<file path="src/design/mcew_pkg.sv">
// ----------------------------------------------------------------------------
// mcew_pkg
// Shared constants, codes and types of the multi-client epoch watchdog.
// ----------------------------------------------------------------------------
package mcew_pkg;

   localparam int MAX_CLIENTS = 16;
   localparam int IDX_W       = $clog2(MAX_CLIENTS);
   localparam int CNT_W       = $clog2(MAX_CLIENTS + 1);
   localparam int SUM_W       = IDX_W + 1;

   localparam int ACTION_W    = 3;
   localparam int TICKET_W    = 4;
   localparam int STATUS_W    = 2;
   localparam int MARK_W      = 2;
   localparam int PERIOD_W    = 32;
   localparam int LIMIT_W     = 5;
   localparam int CSR_DATA_W  = 32;
   localparam int CSR_ADDR_W  = 3;

   localparam logic [ACTION_W-1:0] ACT_START      = 3'd0;
   localparam logic [ACTION_W-1:0] ACT_STOP       = 3'd1;
   localparam logic [ACTION_W-1:0] ACT_REGISTER   = 3'd2;
   localparam logic [ACTION_W-1:0] ACT_UNREGISTER = 3'd3;
   localparam logic [ACTION_W-1:0] ACT_KICK       = 3'd4;
   localparam logic [ACTION_W-1:0] ACT_TICK       = 3'd5;

   localparam logic [STATUS_W-1:0] ST_OK          = 2'd0;
   localparam logic [STATUS_W-1:0] ST_NOT_RUNNING = 2'd1;
   localparam logic [STATUS_W-1:0] ST_NO_TICKET   = 2'd2;
   localparam logic [STATUS_W-1:0] ST_BAD_TICKET  = 2'd3;

   localparam logic [MARK_W-1:0]   MARK_INVALID   = 2'd3;

   localparam logic                CSR_PERIOD     = 1'b0;
   localparam logic                CSR_LIMIT      = 1'b1;

   localparam logic [PERIOD_W-1:0] PERIOD_RESET   = 32'd1000;
   localparam logic [LIMIT_W-1:0]  LIMIT_RESET    = 5'd16;

   typedef struct packed {
      logic                accepted;
      logic [TICKET_W-1:0] ticket_out;
      logic                epoch_done;
      logic                alarm;
      logic                timed_out;
      logic [STATUS_W-1:0] status;
   } result_type;

endpackage

</file>
<file path="src/design/mcew_req_if.sv">
// ----------------------------------------------------------------------------
// mcew_req_if
// Request channel of the watchdog: one action and its ticket per item.
// ----------------------------------------------------------------------------
interface mcew_req_if;
   logic                          valid;
   logic                          ready;
   logic [mcew_pkg::ACTION_W-1:0] action;
   logic [mcew_pkg::TICKET_W-1:0] ticket;

   modport source (output valid, output action, output ticket, input ready);
   modport sink   (input valid, input action, input ticket, output ready);
endinterface

</file>
<file path="src/design/mcew_rsp_if.sv">
// ----------------------------------------------------------------------------
// mcew_rsp_if
// Response channel of the watchdog: one result item per request item.
// ----------------------------------------------------------------------------
interface mcew_rsp_if;
   logic                          valid;
   logic                          ready;
   logic                          accepted;
   logic [mcew_pkg::TICKET_W-1:0] ticket_out;
   logic                          epoch_done;
   logic                          alarm;
   logic                          timed_out;
   logic [mcew_pkg::STATUS_W-1:0] status;

   modport source (output valid, output accepted, output ticket_out, output epoch_done,
                   output alarm, output timed_out, output status, input ready);
   modport sink   (input valid, input accepted, input ticket_out, input epoch_done,
                   input alarm, input timed_out, input status, output ready);
endinterface

</file>
<file path="src/design/multi_client_epoch_watchdog.sv">
// ----------------------------------------------------------------------------
// multi_client_epoch_watchdog
// Watchdog shared by several clients with ticketed slots and epoch kicks.
//
//   Port      Dir   Handshake          Carries
//   req_ch    in    valid/ready        action, ticket
//   rsp_ch    out   valid/ready        accepted, ticket_out, epoch_done,
//                                      alarm, timed_out, status
//   csr_*     in    APB, pready high   period_ticks (0x0), client_limit (0x4)
//
// An item passes from the input register to the result register; one item
// is taken per cycle while the result register is empty or rsp_ch is ready.
// Slot marks, free deque and counters sit in flops and update as the item
// leaves the input register. Synchronous reset clears all watchdog state to stopped.
// A stalled rsp_ch holds the result; the input register still takes one item.
// ----------------------------------------------------------------------------
module multi_client_epoch_watchdog (
   input  logic                                clock,
   input  logic                                reset,
   mcew_req_if.sink                            req_ch,
   mcew_rsp_if.source                          rsp_ch,
   input  logic                                csr_psel,
   input  logic                                csr_penable,
   input  logic                                csr_pwrite,
   input  logic [mcew_pkg::CSR_ADDR_W-1:0]     csr_paddr,
   input  logic [mcew_pkg::CSR_DATA_W-1:0]     csr_pwdata,
   output logic [mcew_pkg::CSR_DATA_W-1:0]     csr_prdata,
   output logic                                csr_pready
);

   localparam int M     = mcew_pkg::MAX_CLIENTS;
   localparam int IDX_W = mcew_pkg::IDX_W;
   localparam int CNT_W = mcew_pkg::CNT_W;
   localparam int SUM_W = mcew_pkg::SUM_W;

   // configuration
   logic [mcew_pkg::PERIOD_W-1:0] period_ff;
   logic [mcew_pkg::LIMIT_W-1:0]  limit_ff;
   logic                          csr_write;

   // pipeline
   logic                            in_valid_ff, in_valid_in;
   logic                            out_valid_ff, out_valid_in;
   logic                            advance;
   logic [mcew_pkg::ACTION_W-1:0]   action_ff;
   logic [mcew_pkg::TICKET_W-1:0]   ticket_ff;
   mcew_pkg::result_type            result_ff, result_in;

   // watchdog state
   logic [mcew_pkg::MARK_W-1:0]     slot_ff [M];
   logic [mcew_pkg::MARK_W-1:0]     slot_in [M];
   logic [IDX_W-1:0]                free_ff [M];
   logic [IDX_W-1:0]                free_in [M];
   logic                            epoch_ff, epoch_in;
   logic [CNT_W-1:0]                kicked_ff, kicked_in;
   logic [CNT_W-1:0]                clients_ff, clients_in;
   logic [IDX_W-1:0]                head_ff, head_in;
   logic [CNT_W-1:0]                fcount_ff, fcount_in;
   logic                            running_ff, running_in;
   logic [mcew_pkg::PERIOD_W-1:0]   countdown_ff, countdown_in;
   logic                            timeout_ff, timeout_in;
   logic [CNT_W-1:0]                run_ff, run_in;

   // step helpers
   logic [mcew_pkg::PERIOD_W-1:0]   load_value;
   logic [CNT_W-1:0]                lim;
   logic [SUM_W-1:0]                pos_sum;
   logic [IDX_W-1:0]                pos;
   logic [IDX_W-1:0]                head_dec;
   logic [IDX_W-1:0]                grant;
   logic                            in_range;
   logic [mcew_pkg::MARK_W-1:0]     mark;
   logic                            close;

   assign csr_write  = csr_psel && csr_penable && csr_pwrite;
   assign csr_pready = 1'b1;

   always_comb begin
      case (csr_paddr[2])
         mcew_pkg::CSR_PERIOD: csr_prdata = period_ff;
         mcew_pkg::CSR_LIMIT:  csr_prdata = {{(mcew_pkg::CSR_DATA_W-mcew_pkg::LIMIT_W){1'b0}},
                                             limit_ff};
         default:              csr_prdata = '0;
      endcase
   end

   assign advance      = in_valid_ff && (!out_valid_ff || rsp_ch.ready);
   assign req_ch.ready = !in_valid_ff || advance;

   always_comb begin
      if (req_ch.valid && req_ch.ready) begin
         in_valid_in = 1'b1;
      end else if (advance) begin
         in_valid_in = 1'b0;
      end else begin
         in_valid_in = in_valid_ff;
      end
      if (advance) begin
         out_valid_in = 1'b1;
      end else if (rsp_ch.ready) begin
         out_valid_in = 1'b0;
      end else begin
         out_valid_in = out_valid_ff;
      end
   end

   assign load_value = (period_ff == '0) ? mcew_pkg::PERIOD_W'(1) : period_ff;
   assign lim        = (CNT_W'(limit_ff) > CNT_W'(M)) ? CNT_W'(M) : CNT_W'(limit_ff);
   assign pos_sum    = SUM_W'(head_ff) + SUM_W'(fcount_ff) - SUM_W'(1);
   assign pos        = (pos_sum >= SUM_W'(M)) ? IDX_W'(pos_sum - SUM_W'(M))
                                              : IDX_W'(pos_sum);
   assign head_dec   = (head_ff == '0) ? IDX_W'(M - 1) : head_ff - IDX_W'(1);
   assign grant      = free_ff[pos];
   assign in_range   = CNT_W'(ticket_ff) < run_ff;
   assign mark       = slot_ff[ticket_ff];

   always_comb begin
      slot_in      = slot_ff;
      free_in      = free_ff;
      epoch_in     = epoch_ff;
      kicked_in    = kicked_ff;
      clients_in   = clients_ff;
      head_in      = head_ff;
      fcount_in    = fcount_ff;
      running_in   = running_ff;
      countdown_in = countdown_ff;
      timeout_in   = timeout_ff;
      run_in       = run_ff;
      close        = 1'b0;
      result_in    = '0;
      result_in.status = mcew_pkg::ST_OK;

      if (action_ff == mcew_pkg::ACT_START) begin
         if (!running_ff) begin
            run_in = lim;
            for (int i = 0; i < M; i++) begin
               slot_in[i] = mcew_pkg::MARK_INVALID;
               free_in[i] = IDX_W'(i);
            end
            head_in            = '0;
            fcount_in          = lim;
            kicked_in          = '0;
            clients_in         = '0;
            epoch_in           = 1'b0;
            countdown_in       = load_value;
            timeout_in         = 1'b0;
            running_in         = 1'b1;
            result_in.accepted = 1'b1;
         end
      end else if (action_ff <= mcew_pkg::ACT_TICK && !running_ff) begin
         result_in.status = mcew_pkg::ST_NOT_RUNNING;
      end else begin
         case (action_ff)
            mcew_pkg::ACT_STOP: begin
               running_in = 1'b0;
            end
            mcew_pkg::ACT_REGISTER: begin
               if (fcount_ff == '0) begin
                  result_in.status = mcew_pkg::ST_NO_TICKET;
               end else begin
                  fcount_in            = fcount_ff - CNT_W'(1);
                  clients_in           = clients_ff + CNT_W'(1);
                  kicked_in            = kicked_ff + CNT_W'(1);
                  slot_in[grant]       = {1'b0, ~epoch_ff};
                  result_in.ticket_out = mcew_pkg::TICKET_W'(grant);
                  close                = 1'b1;
               end
            end
            mcew_pkg::ACT_UNREGISTER: begin
               if (!in_range || mark == mcew_pkg::MARK_INVALID ||
                   fcount_ff >= CNT_W'(M)) begin
                  result_in.status = mcew_pkg::ST_BAD_TICKET;
               end else begin
                  head_in           = head_dec;
                  free_in[head_dec] = IDX_W'(ticket_ff);
                  fcount_in         = fcount_ff + CNT_W'(1);
                  if (clients_ff != '0) begin
                     clients_in = clients_ff - CNT_W'(1);
                  end
                  slot_in[ticket_ff] = mcew_pkg::MARK_INVALID;
                  close              = 1'b1;
               end
            end
            mcew_pkg::ACT_KICK: begin
               if (!in_range) begin
                  result_in.status = mcew_pkg::ST_BAD_TICKET;
               end else begin
                  if (mark == {1'b0, epoch_ff}) begin
                     slot_in[ticket_ff] = {1'b0, ~epoch_ff};
                     kicked_in          = kicked_ff + CNT_W'(1);
                     result_in.accepted = 1'b1;
                  end
                  close = 1'b1;
               end
            end
            mcew_pkg::ACT_TICK: begin
               if (countdown_ff <= mcew_pkg::PERIOD_W'(1)) begin
                  timeout_in      = 1'b1;
                  result_in.alarm = (clients_ff != '0);
                  countdown_in    = load_value;
               end else begin
                  countdown_in = countdown_ff - mcew_pkg::PERIOD_W'(1);
               end
            end
            default: begin
            end
         endcase
      end

      if (close && kicked_in >= clients_in) begin
         epoch_in             = ~epoch_ff;
         kicked_in            = '0;
         countdown_in         = load_value;
         timeout_in           = 1'b0;
         result_in.epoch_done = 1'b1;
      end
      result_in.timed_out = timeout_in;
   end

   always_ff @(posedge clock) begin
      if (reset) begin
         period_ff    <= mcew_pkg::PERIOD_RESET;
         limit_ff     <= mcew_pkg::LIMIT_RESET;
         in_valid_ff  <= 1'b0;
         out_valid_ff <= 1'b0;
         for (int i = 0; i < M; i++) begin
            slot_ff[i] <= mcew_pkg::MARK_INVALID;
            free_ff[i] <= IDX_W'(i);
         end
         epoch_ff     <= 1'b0;
         kicked_ff    <= '0;
         clients_ff   <= '0;
         head_ff      <= '0;
         fcount_ff    <= '0;
         running_ff   <= 1'b0;
         countdown_ff <= '0;
         timeout_ff   <= 1'b0;
         run_ff       <= '0;
      end else begin
         if (csr_write) begin
            case (csr_paddr[2])
               mcew_pkg::CSR_PERIOD: period_ff <= csr_pwdata;
               mcew_pkg::CSR_LIMIT:  limit_ff  <= csr_pwdata[mcew_pkg::LIMIT_W-1:0];
               default: begin
               end
            endcase
         end
         in_valid_ff  <= in_valid_in;
         out_valid_ff <= out_valid_in;
         if (advance) begin
            slot_ff      <= slot_in;
            free_ff      <= free_in;
            epoch_ff     <= epoch_in;
            kicked_ff    <= kicked_in;
            clients_ff   <= clients_in;
            head_ff      <= head_in;
            fcount_ff    <= fcount_in;
            running_ff   <= running_in;
            countdown_ff <= countdown_in;
            timeout_ff   <= timeout_in;
            run_ff       <= run_in;
         end
      end
   end

   always_ff @(posedge clock) begin
      if (req_ch.valid && req_ch.ready) begin
         action_ff <= req_ch.action;
         ticket_ff <= req_ch.ticket;
      end
      if (advance) begin
         result_ff <= result_in;
      end
   end

   assign rsp_ch.valid      = out_valid_ff;
   assign rsp_ch.accepted   = result_ff.accepted;
   assign rsp_ch.ticket_out = result_ff.ticket_out;
   assign rsp_ch.epoch_done = result_ff.epoch_done;
   assign rsp_ch.alarm      = result_ff.alarm;
   assign rsp_ch.timed_out  = result_ff.timed_out;
   assign rsp_ch.status     = result_ff.status;

endmodule

</file>
<file path="src/flat_wrapper.sv">
// flat-port wrapper written by rule: the top's interface ports become plain ports
module multi_client_epoch_watchdog_flat 
  (clock, reset, csr_psel, csr_penable, csr_pwrite, csr_paddr, csr_pwdata, csr_prdata, csr_pready, req_ch_valid, req_ch_action, req_ch_ticket, req_ch_ready, rsp_ch_valid, rsp_ch_accepted, rsp_ch_ticket_out, rsp_ch_epoch_done, rsp_ch_alarm, rsp_ch_timed_out, rsp_ch_status, rsp_ch_ready);
  mcew_req_if req_ch_i ();
  mcew_rsp_if rsp_ch_i ();
  input  logic clock;
  input  logic reset;
  input  logic csr_psel;
  input  logic csr_penable;
  input  logic csr_pwrite;
  input  logic [mcew_pkg::CSR_ADDR_W-1:0] csr_paddr;
  input  logic [mcew_pkg::CSR_DATA_W-1:0] csr_pwdata;
  output logic [mcew_pkg::CSR_DATA_W-1:0] csr_prdata;
  output logic csr_pready;
  input wire logic [$bits(req_ch_i.valid)-1:0] req_ch_valid;
  input wire logic [$bits(req_ch_i.action)-1:0] req_ch_action;
  input wire logic [$bits(req_ch_i.ticket)-1:0] req_ch_ticket;
  output wire logic [$bits(req_ch_i.ready)-1:0] req_ch_ready;
  output wire logic [$bits(rsp_ch_i.valid)-1:0] rsp_ch_valid;
  output wire logic [$bits(rsp_ch_i.accepted)-1:0] rsp_ch_accepted;
  output wire logic [$bits(rsp_ch_i.ticket_out)-1:0] rsp_ch_ticket_out;
  output wire logic [$bits(rsp_ch_i.epoch_done)-1:0] rsp_ch_epoch_done;
  output wire logic [$bits(rsp_ch_i.alarm)-1:0] rsp_ch_alarm;
  output wire logic [$bits(rsp_ch_i.timed_out)-1:0] rsp_ch_timed_out;
  output wire logic [$bits(rsp_ch_i.status)-1:0] rsp_ch_status;
  input wire logic [$bits(rsp_ch_i.ready)-1:0] rsp_ch_ready;
  assign req_ch_i.valid = req_ch_valid;
  assign req_ch_i.action = req_ch_action;
  assign req_ch_i.ticket = req_ch_ticket;
  assign req_ch_ready = req_ch_i.ready;
  assign rsp_ch_valid = rsp_ch_i.valid;
  assign rsp_ch_accepted = rsp_ch_i.accepted;
  assign rsp_ch_ticket_out = rsp_ch_i.ticket_out;
  assign rsp_ch_epoch_done = rsp_ch_i.epoch_done;
  assign rsp_ch_alarm = rsp_ch_i.alarm;
  assign rsp_ch_timed_out = rsp_ch_i.timed_out;
  assign rsp_ch_status = rsp_ch_i.status;
  assign rsp_ch_i.ready = rsp_ch_ready;
  multi_client_epoch_watchdog u_core (.clock(clock), .reset(reset), .req_ch(req_ch_i), .rsp_ch(rsp_ch_i), .csr_psel(csr_psel), .csr_penable(csr_penable), .csr_pwrite(csr_pwrite), .csr_paddr(csr_paddr), .csr_pwdata(csr_pwdata), .csr_prdata(csr_prdata), .csr_pready(csr_pready));
endmodule
</file>
<file path="config.mk">
export PLATFORM = sky130hd
export DESIGN_NAME = multi_client_epoch_watchdog_flat
export DESIGN_NICKNAME = d
export VERILOG_FILES = /design/src/design/mcew_pkg.sv /design/src/design/mcew_req_if.sv /design/src/design/mcew_rsp_if.sv /design/src/design/multi_client_epoch_watchdog.sv /design/src/flat_wrapper.sv
export SDC_FILE = /design/constraint.sdc
export NUM_CORES = 1
export LEC_CHECK = 0
export BUFFER_PORTS_ARGS = -buffer_cell sky130_fd_sc_hd__buf_4
export CORE_MARGIN = 2
export CORE_UTILIZATION = 33
export DETAILED_ROUTE_END_ITERATION = 12
export SETUP_SLACK_MARGIN = 0.05
export SLEW_MARGIN = 20
export SYNTH_ARGS = -nofsm -noshare
export SYNTH_HDL_FRONTEND = slang
export SYNTH_SLANG_ARGS = --single-unit
</file>
<file path="constraint.sdc">
create_clock -name clock -period 12.95 [get_ports clock]
set_clock_uncertainty 0.05 [all_clocks]
set_input_delay 0.6475 -clock clock [delete_from_list [all_inputs] [get_ports clock]]
set_output_delay 0.6475 -clock clock [all_outputs]
set_load 0.01 [all_outputs]
</file>
* Yosys cells after proc, flatten, opt, wreduce, memory -nomap -nowiden
Index checks and enable logic that the tools add are counted.
Cells by class: reductions and logical operators 42, mux-type cells 101, $lt $le $gt $ge 14, add/subtract/negate cells 10, eq/ne operators 17, bitwise gates (word level) 11
Operator list (count):
- two-way mux 32 bit | 14
- two-way mux 64 bit | 5
- two-way mux 5 bit | 20
- one-hot mux 32 bit (3 select lines) | 1
- bitwise mux 32 bit | 2
- bitwise mux 64 bit | 1
- one-hot mux 32 bit (2 select lines) | 1
- two-way mux 4 bit | 12
- less-or-equal comparator 32 x 1 -> 1 bit, second input constant | 1
- logical NOT 32 bit | 1
- OR 32 bit | 1
- subtractor 32 x 1 -> 32 bit, second input constant | 1
- >= comparator 5 bit, second input constant | 6
- one-hot mux 5 bit (2 select lines) | 3
- two-way mux 1 bit | 28
- NOT 4 -> 5 bit | 4
- binary-select mux 4 bit (select 4 bit) | 1
- demux 2 bit (select 4 bit) | 2
- demux 4 bit (select 4 bit) | 1
- adder 5 x 1 -> 5 bit, second input constant | 3
- < comparator 5 x 1 -> 1 bit, second input constant | 3
- subtractor 5 x 1 -> 5 bit, second input constant | 3
- two-way mux 2 bit | 7
- nonzero test 2 bit | 5
- other kinds (37) | 69
Word-level totals: word-level logic and storage cells 249, bits in registers 211, input bits 49

* Depth between registers and ports, before layout
Gate-level depths: netlist of run 1.
depth after elaboration 18, mapped depth 19

* Worst setup path before layout of run 1
Ideal clock, no wire load.
path type reg-to-reg, start point register u_core.ticket_ff[0] (netlist name), end point register u_core.countdown_ff[12] (netlist name), cell stages (with the launch flop) 19, buffers on the path 4, slack 8.441 ns, arrival time 4.323 ns, period minus slack after synthesis 4.509 ns, cells stage by stage edfxtp_1 buf_4 mux4_2 mux2i_1 a21oi_2 xor2_1 o41ai_2 mux2i_1 ha_1 nand2b_1 a211oi_1 o21a_1 or3_1 buf_1 o211a_1 buf_4 buf_4 mux2i_1 o32ai_1
Between the ends: word-level cells in the longest chain between the ends 15
Ends and longest elaborated chain:
- from (decl) | line multi_client_epoch_watchdog.sv:46 | logic [mcew_pkg::TICKET_W-1:0] ticket_ff;
- from (signal assigned) | line multi_client_epoch_watchdog.sv:269 | ticket_ff <= req_ch.ticket;
- NOT 4 -> 5 bit (not written as such) | line multi_client_epoch_watchdog.sv:115 | assign mark = slot_ff[ticket_ff];
- binary-select mux 2 bit (select 4 bit) | line multi_client_epoch_watchdog.sv:115
- two-way mux 2 bit (not written as such) (2 in a row) | line multi_client_epoch_watchdog.sv:115
- equality test 2 bit | line multi_client_epoch_watchdog.sv:170 | if (!in_range || mark == mcew_pkg::MARK_INVALID ||
- logical OR 1 bit (2 in a row) | line multi_client_epoch_watchdog.sv:170
- two-way mux 5 bit | line multi_client_epoch_watchdog.sv:170
- one-hot mux 5 bit (2 select lines) | line multi_client_epoch_watchdog.sv:153 | case (action_ff)
- two-way mux 5 bit | line multi_client_epoch_watchdog.sv:150 | end else if (action_ff <= mcew_pkg::ACT_TICK && !running_ff) begin
- two-way mux 5 bit | line multi_client_epoch_watchdog.sv:133 | if (action_ff == mcew_pkg::ACT_START) begin
- >= comparator 5 bit | line multi_client_epoch_watchdog.sv:210 | if (close && kicked_in >= clients_in) begin
- logical AND 1 bit * | line multi_client_epoch_watchdog.sv:210
- inequality test 3 bit (no source line), or another cell as far along
- AND reduction 4 bit (no source line)
- to (signal assigned) | line multi_client_epoch_watchdog.sv:259 | countdown_ff <= countdown_in;
- to (decl) | line multi_client_epoch_watchdog.sv:60 | logic [mcew_pkg::PERIOD_W-1:0] countdown_ff, countdown_in;
Every way passes the cells marked *; elsewhere a longest branch is shown, timed or not. The select of a mux whose other input is x is not followed. A chain may end at the register's enable or synchronous reset.

* Worst setup path in the final report of run 1
start point register u_core.ticket_ff[0] (netlist name), end point register u_core.countdown_ff[13] (netlist name)
The elaborated chain is that of the path after synthesis.

==> results of run 1 <==
power by group:
part	total, mW	internal [mW]	switching [mW]
sequential	0.680	0.668	0.0123
combinational	0.286	0.108	0.179
clock	0.694	0.399	0.294
how the worst min path moves through the flow:
stage | endpoint | startpoint | slack, ns
floorplan | u_core.free_ff[46] | u_core.free_ff[46] | 0.37
global placement | u_core.free_ff[46] | u_core.free_ff[46] | 0.39
detailed placement | u_core.free_ff[46] | u_core.free_ff[46] | 0.39
CTS | u_core.ticket_ff[0] | req_ch_ticket[0] | 0.22
global route | u_core.ticket_ff[0] | req_ch_ticket[0] | 0.21
finish | u_core.ticket_ff[3] | req_ch_ticket[3] | 0.24
cell families after synthesis:
family	after synthesis	share of synthesized area (%)
AO/OA/AOI/OAI	428	24.4
XOR/XNOR	10	0.714
adder cells (fa/ha/maj)	27	2.88
buffers and inverters	134	4.76
flip-flops	211	35.8
multiplexers	104	11.2
other	1	0.0306
AND/OR/NAND/NOR	528	20.3
layout make-up:
cell class              count  share of cell area [%]
repair buffers            108                    5.76
flip-flops and latches    211                    31.2
well taps                 468                    4.16
multi-input cells        1098                    51.9
inverters                  46                    1.23
clock inverters            14                   0.791
clock buffers              32                    4.91
Yosys cell counts (29+ instances only):
library cell  instances  area (um2)
nand3_1              52         260
mux2i_1              67         671
a2bb2oi_1            29         254
nor2_1              132         495
inv_1                44         165
a21oi_1             113         566
o21ai_0             111         556
nor3_1               41         205
clkbuf_1             58         218
dfxtp_1             194        3880
nor2b_1              37         231
nand2_1             173         649
flip-flops by register name, summed over array words and instances, names as in the netlist, 5 cells and up:
signal,cells
u_core.countdown_ff,32
u_core.free_ff,64
u_core.period_ff,32
u_core.run_ff,5
u_core.limit_ff,5
u_core.kicked_ff,5
u_core.slot_ff,32
u_core.clients_ff,5
u_core.fcount_ff,5
cells in the final DEF (no fill, tap or decap), types with 9 or more instances in the layout:
cell type  instances
nand2b_1          17
ha_1              25
o31ai_1           18
mux4_2            24
o32ai_1           16
a2111oi_2          9
mux2i_1           67
nor2b_1           37
clkbuf_16         25
nand4_1           11
o21ai_0          111
clkinv_2           9
or3_1             12
a211oi_1          23
nor4_1            15
dfxtp_1          194
nor3_1            41
nand3_1           52
o211ai_1           9
a21oi_1          113
mux2_2            10
edfxtp_1          17
a221o_1           19
inv_1             43
buf_4            108
nand2_1          173
a2bb2oi_1         29
nor2_1           131
layer usage:
metal | part of all wire, % | GRT usage, % | vias up
met2 | 46 | 30.5 | 367
met1 | 46 | 26.1 | 5436
met5 | 0 | 0 | -
met4 | 2.0 | 5.04 | 0
met3 | 5.7 | 2.29 | 53
li1 | - | - | 5438
stage by stage:
stage	std cells	utilization (%)
after floorplan	1443	-
after global placement	1931	36.2
after detailed placement	1931	36.2
after CTS	1977	38.4
after global routing	1977	38.5
final	1977	38.5
critical path, cell delays in order (launching register included):
cell and delay, ns:
edfxtp_1 0.32, buf_4 0.32, mux4_2 0.56, mux2i_1 0.19, a21oi_2 0.18, xor2_1 0.24, o41ai_2 0.81, mux2i_1 0.18
ha_1 0.32, nand2b_1 0.09, a211oi_1 0.07, o21a_1 0.21, or3_1 0.51, o211a_1 0.50, nor2_2 0.88, a2111oi_1 0.19
==> results_dict.tcl, run 1 <==
set metrics [dict create \
    diodes 0 \
    avgSynthCellArea_um2 8.50 \
    regArea_mm2 0.00439 \
    leakagePower_nw 5.29 \
    p_per_area_mw_per_mm2 118 \
    fin_nets 1566 \
    min_period_over_period_pct 45.0 \
    cp-start-kind "flip-flop" \
    fin_ws_ns 7.12 \
    worstPathRequired_ns 13.25 \
    worst-setup-path-type "flip-flop to flip-flop" \
    dr.pass1.iters 7 \
    grt_max_degree 85 \
    synth_cells 1443 \
    cts_setup_buffers 0 \
    setup_tns_ns 0 \
    postCtsHoldBufs 0 \
    multiInputGateArea_mm2 0.00731 \
    initial_core_util_pct 33.5 \
    synth_edf_count 17 \
    postLayoutCellArea_mm2 0.0141 \
    synth_nets 1519 \
    synth-main-ff-cell "dfxtp_1" \
    clkSinkCount 211 \
    ys_warn_count 0 \
    hold_depth 1 \
    synth-seq-area-share_pct 35.8 \
    whs_ns 0.235 \
    grtUsageTotal_pct 18.7 \
    wl_per_cell_um 18.5 \
    globalplace.congestion 0.877 \
    finalSetupViolations 0 \
    cts_resized 0 \
    async_flop_share_pct 0 \
    r2r-start "u_core.ticket_ff[0]" \
    antenna_found_initial 0 \
    htreeDepth 1 \
    vias 11300 \
    clk_pin_slew_ns 0.06 \
    fp.coreArea_mm2 0.0366 \
    via_per_inst 5.71 \
    die_area_mm2 0.0387 \
    drt_wl_total_mm 36.7 \
    drive_gt1_share_pct 15.6 \
    clk_path_buf_depth 3 \
    cts_tree "built" \
    layout_min_cycle_time_ns 5.83 \
    tightest_slew_ns 1.16 \
    total_power_mw 1.66 \
    hold_class "input port to flip-flop" \
    cp-startpoint "u_core.ticket_ff[0]" \
    setup.worst_path.end "u_core.countdown_ff[13]" \
    maxSlewViolCount 0 \
    postRouteAntennaNets 0 \
    grt_overflow 0 \
    drv_cap 0 \
    dpl_cell_area_mm2 0.0133 \
    cts-root-buf "clkbuf_16" \
    rows 70 \
    cts_buffers 25 \
    timing.rr.end "u_core.countdown_ff[13]" \
    end_kind "flip-flop" \
    pre_cts_slack_ns 7.08 \
    ff2ff_setup_slack_ns 7.12 \
    ios 94 \
    clk_latency_ns 0.54 \
    synth_seq_cells 211 \
    vdd_drop_max_v 0.0000857 \
    synthToLayoutAreaGrowth_pct 14.7 \
    drc 0 \
    first_iter_violations 943 \
    die_height_um 197 \
    status "finished, final reports clean" \
    max_freq_ghz 0.171 \
    die_w_um 197 \
    syn_area_mm2 0.0123 \
    grt_pass1_wl_mm 59.5 \
    crit_fanout 20 \
    hold_viol 0 \
    relSlewSlack_pct 22.4 \
    numPortBuffers 90 \
    arrival_ns 6.13 \
    dpl.hpwl_mm 24.7 \
    rsz0062_at_grt "no" \
    grt_pass1_vias 10900 \
    final.fill_count 3697 \
    ys_types 84 \
    reg2regPathDepth 15 \
]
Power figures use the tool's default switching activity.
==> run 2, diff against run 1 <==
==> constraint.sdc (replaced) <==
create_clock -name clock -period 6.1 [get_ports clock]
set_clock_uncertainty 0.05 [all_clocks]
set_input_delay 0.305 -clock clock [delete_from_list [all_inputs] [get_ports clock]]
set_output_delay 0.305 -clock clock [all_outputs]
set_load 0.01 [all_outputs]
==> run 2 against run 1 <==
Net effect: first-iteration DRC count increased by 16%; critical path depth increased by 2; combinational power increased by 120%; worst setup slack got worse by 6.7 ns; register-to-register slack got worse by 6.7 ns; utilization increased by 1.2 points; sequential cell count unchanged; total power increased by 110%; design area increased by 3.1%; critical endpoint is now u_core.countdown_ff[9].
==> results_dict.tcl, run 2 (synthesis results as in run 1) <==
set metrics [dict create \
    hold_class "input port to flip-flop" \
    clk_latency_ns 0.53 \
    path_buf_inv 2 \
    drive_gt1_share_pct 15.4 \
    cpPeakStageDelay_ns 0.81 \
    cp-start-kind "flip-flop" \
    dr.pass1.iters 5 \
    antenna_found_initial 0 \
    cts_tree "built" \
    first_iter_violations 1097 \
    leakagePower_nw 5.46 \
    cts_buffers 23 \
    grt_max_degree 86 \
    layout_min_cycle_time_ns 5.64 \
    path_delay_family "compound AO/OA/AOI/OAI gates" \
    vdd_drop_max_v 0.000186 \
    wl_per_cell_um 18.5 \
    postRouteAntennaNets 0 \
    initial_core_util_pct 33.5 \
    max_freq_ghz 0.177 \
    tightest_slew_ns 1.05 \
    worst-setup-path-type "flip-flop to flip-flop" \
    grtUsageTotal_pct 19.1 \
    cts_resized 0 \
    relSlewSlack_pct 30.0 \
    cp_cell_sequence "buf_4, mux4_2, mux2i_1, mux2i_4, a211oi_1, a21oi_1, nand2_1, a31oi_1, ha_1, nand2b_1, a211oi_1, o21a_1, or3_1, o211a_2, buf_12, mux2i_1, a2111oi_1" \
    grt_pass1_vias 11400 \
    cts_setup_buffers 0 \
    clk_pin_slew_ns 0.07 \
    drt_wl_total_mm 37.4 \
    p_per_area_mw_per_mm2 241 \
    grt_overflow 0 \
    die_height_um 197 \
    htreeDepth 1 \
    drc 0 \
    grt_pass1_wl_mm 61.0 \
    diodes 0 \
    finalSetupViolations 0 \
    vias 11500 \
    crit_fanout 47 \
    drv_cap 0 \
    fin_nets 1613 \
    slowest_stage "edfxtp_1" \
    die_w_um 197 \
    cts-root-buf "clkbuf_16" \
    globalplace.congestion 0.894 \
    top_register "u_core.free_ff" \
    layout_common_cells "dfxtp_1, nand2_1, nor2_1, buf_4, a21oi_1" \
    stdcell_count 2021 \
    clkSinkCount 211 \
    arrival_ns 5.97 \
    postCtsHoldBufs 40 \
    ios 94 \
    mostFrequentLayoutCell "dfxtp_1" \
    synthToLayoutAreaGrowth_pct 18.3 \
    dpl.hpwl_mm 25.0 \
    via_per_inst 5.71 \
    fp.coreArea_mm2 0.0366 \
    status "finished, final reports clean" \
    rsz0062_at_grt "no" \
    numPortBuffers 90 \
    largest_register_ffs 64 \
    die_area_mm2 0.0387 \
    worstPathRequired_ns 6.43 \
    min_period_over_period_pct 92.5 \
    hold_viol 0 \
    clk_path_buf_depth 3 \
    maxSlewViolCount 0 \
    setup_tns_ns 0 \
    rows 70 \
    dp_cells 1939 \
    end_kind "flip-flop" \
]
-- run 2: cell count changes in the layout (fill, tap and decap cells not counted), moves of 2 or more --
cell | previous run | this run
buf_4 | 108 | 115
clkbuf_1 | 3 | 5
clkbuf_8 | 4 | 2
clkinv_2 | 9 | 3
clkinvlp_4 | 1 | 3
dlygate4sd3_1 | 0 | 40
nor2_1 | 131 | 129
nor2_2 | 2 | 4
-- run 2: worst paths after layout --
check	startpoint	to	slack, ns	cells after the start
hold / removal	rsp_ch_ready	u_core.rsp_ch.valid	0.04	4
setup / recovery	u_core.ticket_ff[0]	u_core.countdown_ff[9]	0.46	17
setup reg to reg	u_core.ticket_ff[0]	u_core.countdown_ff[9]	0.46	17
hold reg to reg	u_core.free_ff[46]	u_core.free_ff[46]	0.40	2
-- run 2: area by class of cell --
cell class / count / area [um2]
clock buffer: 32 / 672
clock inverter: 9 / 85.1
fill: 3634 / 22100
timing repair buffer: 157 / 1290
tap: 468 / 586
sequential: 211 / 4390
inverter: 46 / 173
multi-input combinational: 1098 / 7310
-- run 2: power breakdown --
| part | switching (mW) | internal (mW) |
|---|---|---|
| sequential | 0.0331 | 1.42 |
| clock | 0.599 | 0.815 |
| combinational | 0.379 | 0.253 |
| total | 1.01 | 2.49 |
-- run 2: stage by stage --
stage | setup slack, ns | utilization (%) | area [um2] | power, mW | hold slack, ns
after floorplan | 1.59 | - | 12300 | 1.93 | 0.354
after global placement | 0.744 | 36.4 | 13300 | 2.07 | 0.387
after detailed placement | 0.656 | 36.4 | 13300 | 2.08 | 0.393
after CTS | 0.507 | 39.6 | 14500 | 3.52 | 0.0198
after global routing | 0.108 | 39.6 | 14500 | 3.64 | 0.0376
final | 0.460 | 39.6 | 14500 | 3.50 | 0.0372
-- run 2: tightest hold or removal path, stage by stage --
cell and delay, ns:
buf_4 0.08, nor2b_1 0.05, nor2_1 0.09, nor2_1 0.04
-- run 2: routing by layer --
metal | vias up | global-route usage (%) | part of all wire (%)
li1 | 5528 | - | -
met1 | 5484 | 25.8 | 45
met2 | 459 | 31.3 | 46
met3 | 70 | 2.38 | 6.6
met4 | 0 | 6.68 | 2.6
met5 | - | 0 | 0
==> run 3, diff against run 2 <==
--- a/config.mk
+++ b/config.mk
@@ -6,9 +6,13 @@
 export NUM_CORES = 1
 export LEC_CHECK = 0
 export BUFFER_PORTS_ARGS = -buffer_cell sky130_fd_sc_hd__buf_4
+export CELL_PAD_IN_SITES_DETAIL_PLACEMENT = 0
+export CELL_PAD_IN_SITES_GLOBAL_PLACEMENT = 2
 export CORE_MARGIN = 2
 export CORE_UTILIZATION = 33
+export CTS_BUF_LIST = sky130_fd_sc_hd__clkbuf_8
 export DETAILED_ROUTE_END_ITERATION = 12
+export PLACE_DENSITY_LB_ADDON = 0.1
 export SETUP_SLACK_MARGIN = 0.05
 export SLEW_MARGIN = 20
 export SYNTH_ARGS = -nofsm -noshare
==> run 3 against run 2 <==
Net effect: worst setup slack improved by 0.22 ns; sequential cell count did not move; die area unchanged; utilization is 0.34 points higher; first-iteration DRC count is 39% lower; sequential power about the same; clock power hardly changed; maximum frequency up 4.0%.
==> results_dict.tcl, run 3 (synthesis results as in run 1) <==
set metrics [dict create \
    tightest_slew_ns 0.963 \
    postRouteAntennaNets 0 \
    grtUsageTotal_pct 22.3 \
    cts-root-buf "clkbuf_8" \
    wl_per_cell_um 20.7 \
    drt_wl_total_mm 42.8 \
    ios 94 \
    setup_tns_ns 0 \
    cts_resized 0 \
    clk_latency_ns 0.60 \
    finalSetupViolations 0 \
    cts_tree "built" \
    diodes 0 \
    fin_nets 1644 \
    rsz0062_at_grt "no" \
    rows 70 \
    die_area_mm2 0.0387 \
    crit_fanout 26 \
    fin_util_pct 40.0 \
    worst-setup-path-type "flip-flop to flip-flop" \
    clk_pin_slew_ns 0.06 \
    cts_setup_buffers 0 \
    dpl.hpwl_mm 29.1 \
    drive_gt1_share_pct 16.5 \
    via_per_inst 5.58 \
    vias 11500 \
    cts_buffers 41 \
    vdd_drop_max_v 0.000118 \
    maxSlewViolCount 0 \
    die_height_um 197 \
    relSlewSlack_pct 35.6 \
    grt_max_degree 73 \
    antenna_found_initial 0 \
    worstPathRequired_ns 6.53 \
    globalplace.congestion 0.806 \
    htreeDepth 2 \
    min_period_over_period_pct 88.9 \
    dr.pass1.iters 5 \
    layout_common_cells "dfxtp_1, nand2_1, nor2_1, buf_4, a21oi_1" \
    leakagePower_nw 5.64 \
    fp.coreArea_mm2 0.0366 \
    largest_register_ffs 64 \
    final.fill_count 3828 \
    end_kind "flip-flop" \
    grt_pass1_wl_mm 67.8 \
    synthToLayoutAreaGrowth_pct 19.3 \
    initial_core_util_pct 33.5 \
    max_freq_ghz 0.184 \
    cp-start-kind "flip-flop" \
    postCtsHoldBufs 42 \
    die_w_um 197 \
    layout_min_cycle_time_ns 5.42 \
    mostFrequentLayoutCell "dfxtp_1" \
    hold_class "input port to flip-flop" \
    top_register "u_core.free_ff" \
    status "finished, final reports clean" \
    clkSinkCount 211 \
    arrival_ns 5.86 \
    p_per_area_mw_per_mm2 239 \
    grt_overflow 0 \
    grt_pass1_vias 11500 \
    first_iter_violations 672 \
    clk_path_buf_depth 3 \
    numPortBuffers 90 \
    drv_cap 0 \
    drc 0 \
    hold_viol 0 \
]
-- run 3: path summary, 6_finish.rpt --
path / startpoint / to / slack (ns) / cells past startpoint
hold reg to reg: u_core.free_ff[46] / u_core.free_ff[46] / 0.40 / 2
setup reg to reg: u_core.ticket_ff[0] / u_core.countdown_ff[15] / 0.68 / 15
hold / removal: reset / u_core.in_valid_ff / 0.23 / 2
setup / recovery: u_core.ticket_ff[0] / u_core.countdown_ff[15] / 0.68 / 15
-- run 3: power by group --
group / switching [mW] / total, mW / leakage (nW) / internal (mW)
Clock: 0.660 / 1.39 / 0.473 / 0.726
Combinational: 0.393 / 0.662 / 3.43 / 0.269
Sequential: 0.0317 / 1.45 / 1.73 / 1.42
Total: 1.08 / 3.50 / 5.64 / 2.41
-- run 3: stage by stage --
stage | cells | worst slack [ns] | hold slack [ns] | instance area, um2 | total power, mW
3_3_place_gp | 1951 | 0.663 | 0.385 | 13400 | 2.12
3_5_place_dp | 1951 | 0.674 | 0.397 | 13400 | 2.12
2_1_floorplan | 1443 | 1.59 | 0.354 | 12300 | 1.93
5_1_grt | 2065 | 0.340 | 0.228 | 14600 | 3.68
6_report | 2065 | 0.677 | 0.226 | 14600 | 3.50
4_1_cts | 2065 | 0.635 | 0.179 | 14600 | 3.55
-- run 3: area by class of cell --
class | count | area, um2 | area share, %
Clock buffer | 49 | 674 | 4.61
Clock inverter | 23 | 100 | 0.684
Inverter | 46 | 173 | 1.18
Multi-Input combinational cell | 1098 | 7300 | 49.9
Sequential cell | 211 | 4390 | 30.0
Tap cell | 468 | 586 | 4.00
Timing Repair Buffer | 170 | 1410 | 9.61
-- run 3: critical path, stage by stage, from the launching register on --
cell,delay (ns)
edfxtp_1,0.76
mux4_2,0.62
mux2i_1,0.37
mux2i_4,0.22
a21o_1,0.24
o31ai_1,0.48
a2bb2oi_1,0.34
inv_1,0.08
ha_1,0.28
a211oi_1,0.06
o21a_1,0.20
or3_1,0.52
o211a_2,0.37
buf_12,0.18
mux2i_1,0.13
a2111oi_1,0.37
-- run 3: routing by layer --
| layer | vias up | part of all wire (%) | wire length, um | GRT usage [%] |
|---|---|---|---|---|
| met5 | - | 0 | 0 | 0 |
| met3 | 57 | 4.6 | 1960 | 3.94 |
| met1 | 5600 | 50 | 21300 | 32.1 |
| li1 | 5591 | - | - | - |
| met2 | 267 | 44 | 18800 | 34.5 |
| met4 | 0 | 1.7 | 743 | 5.57 |
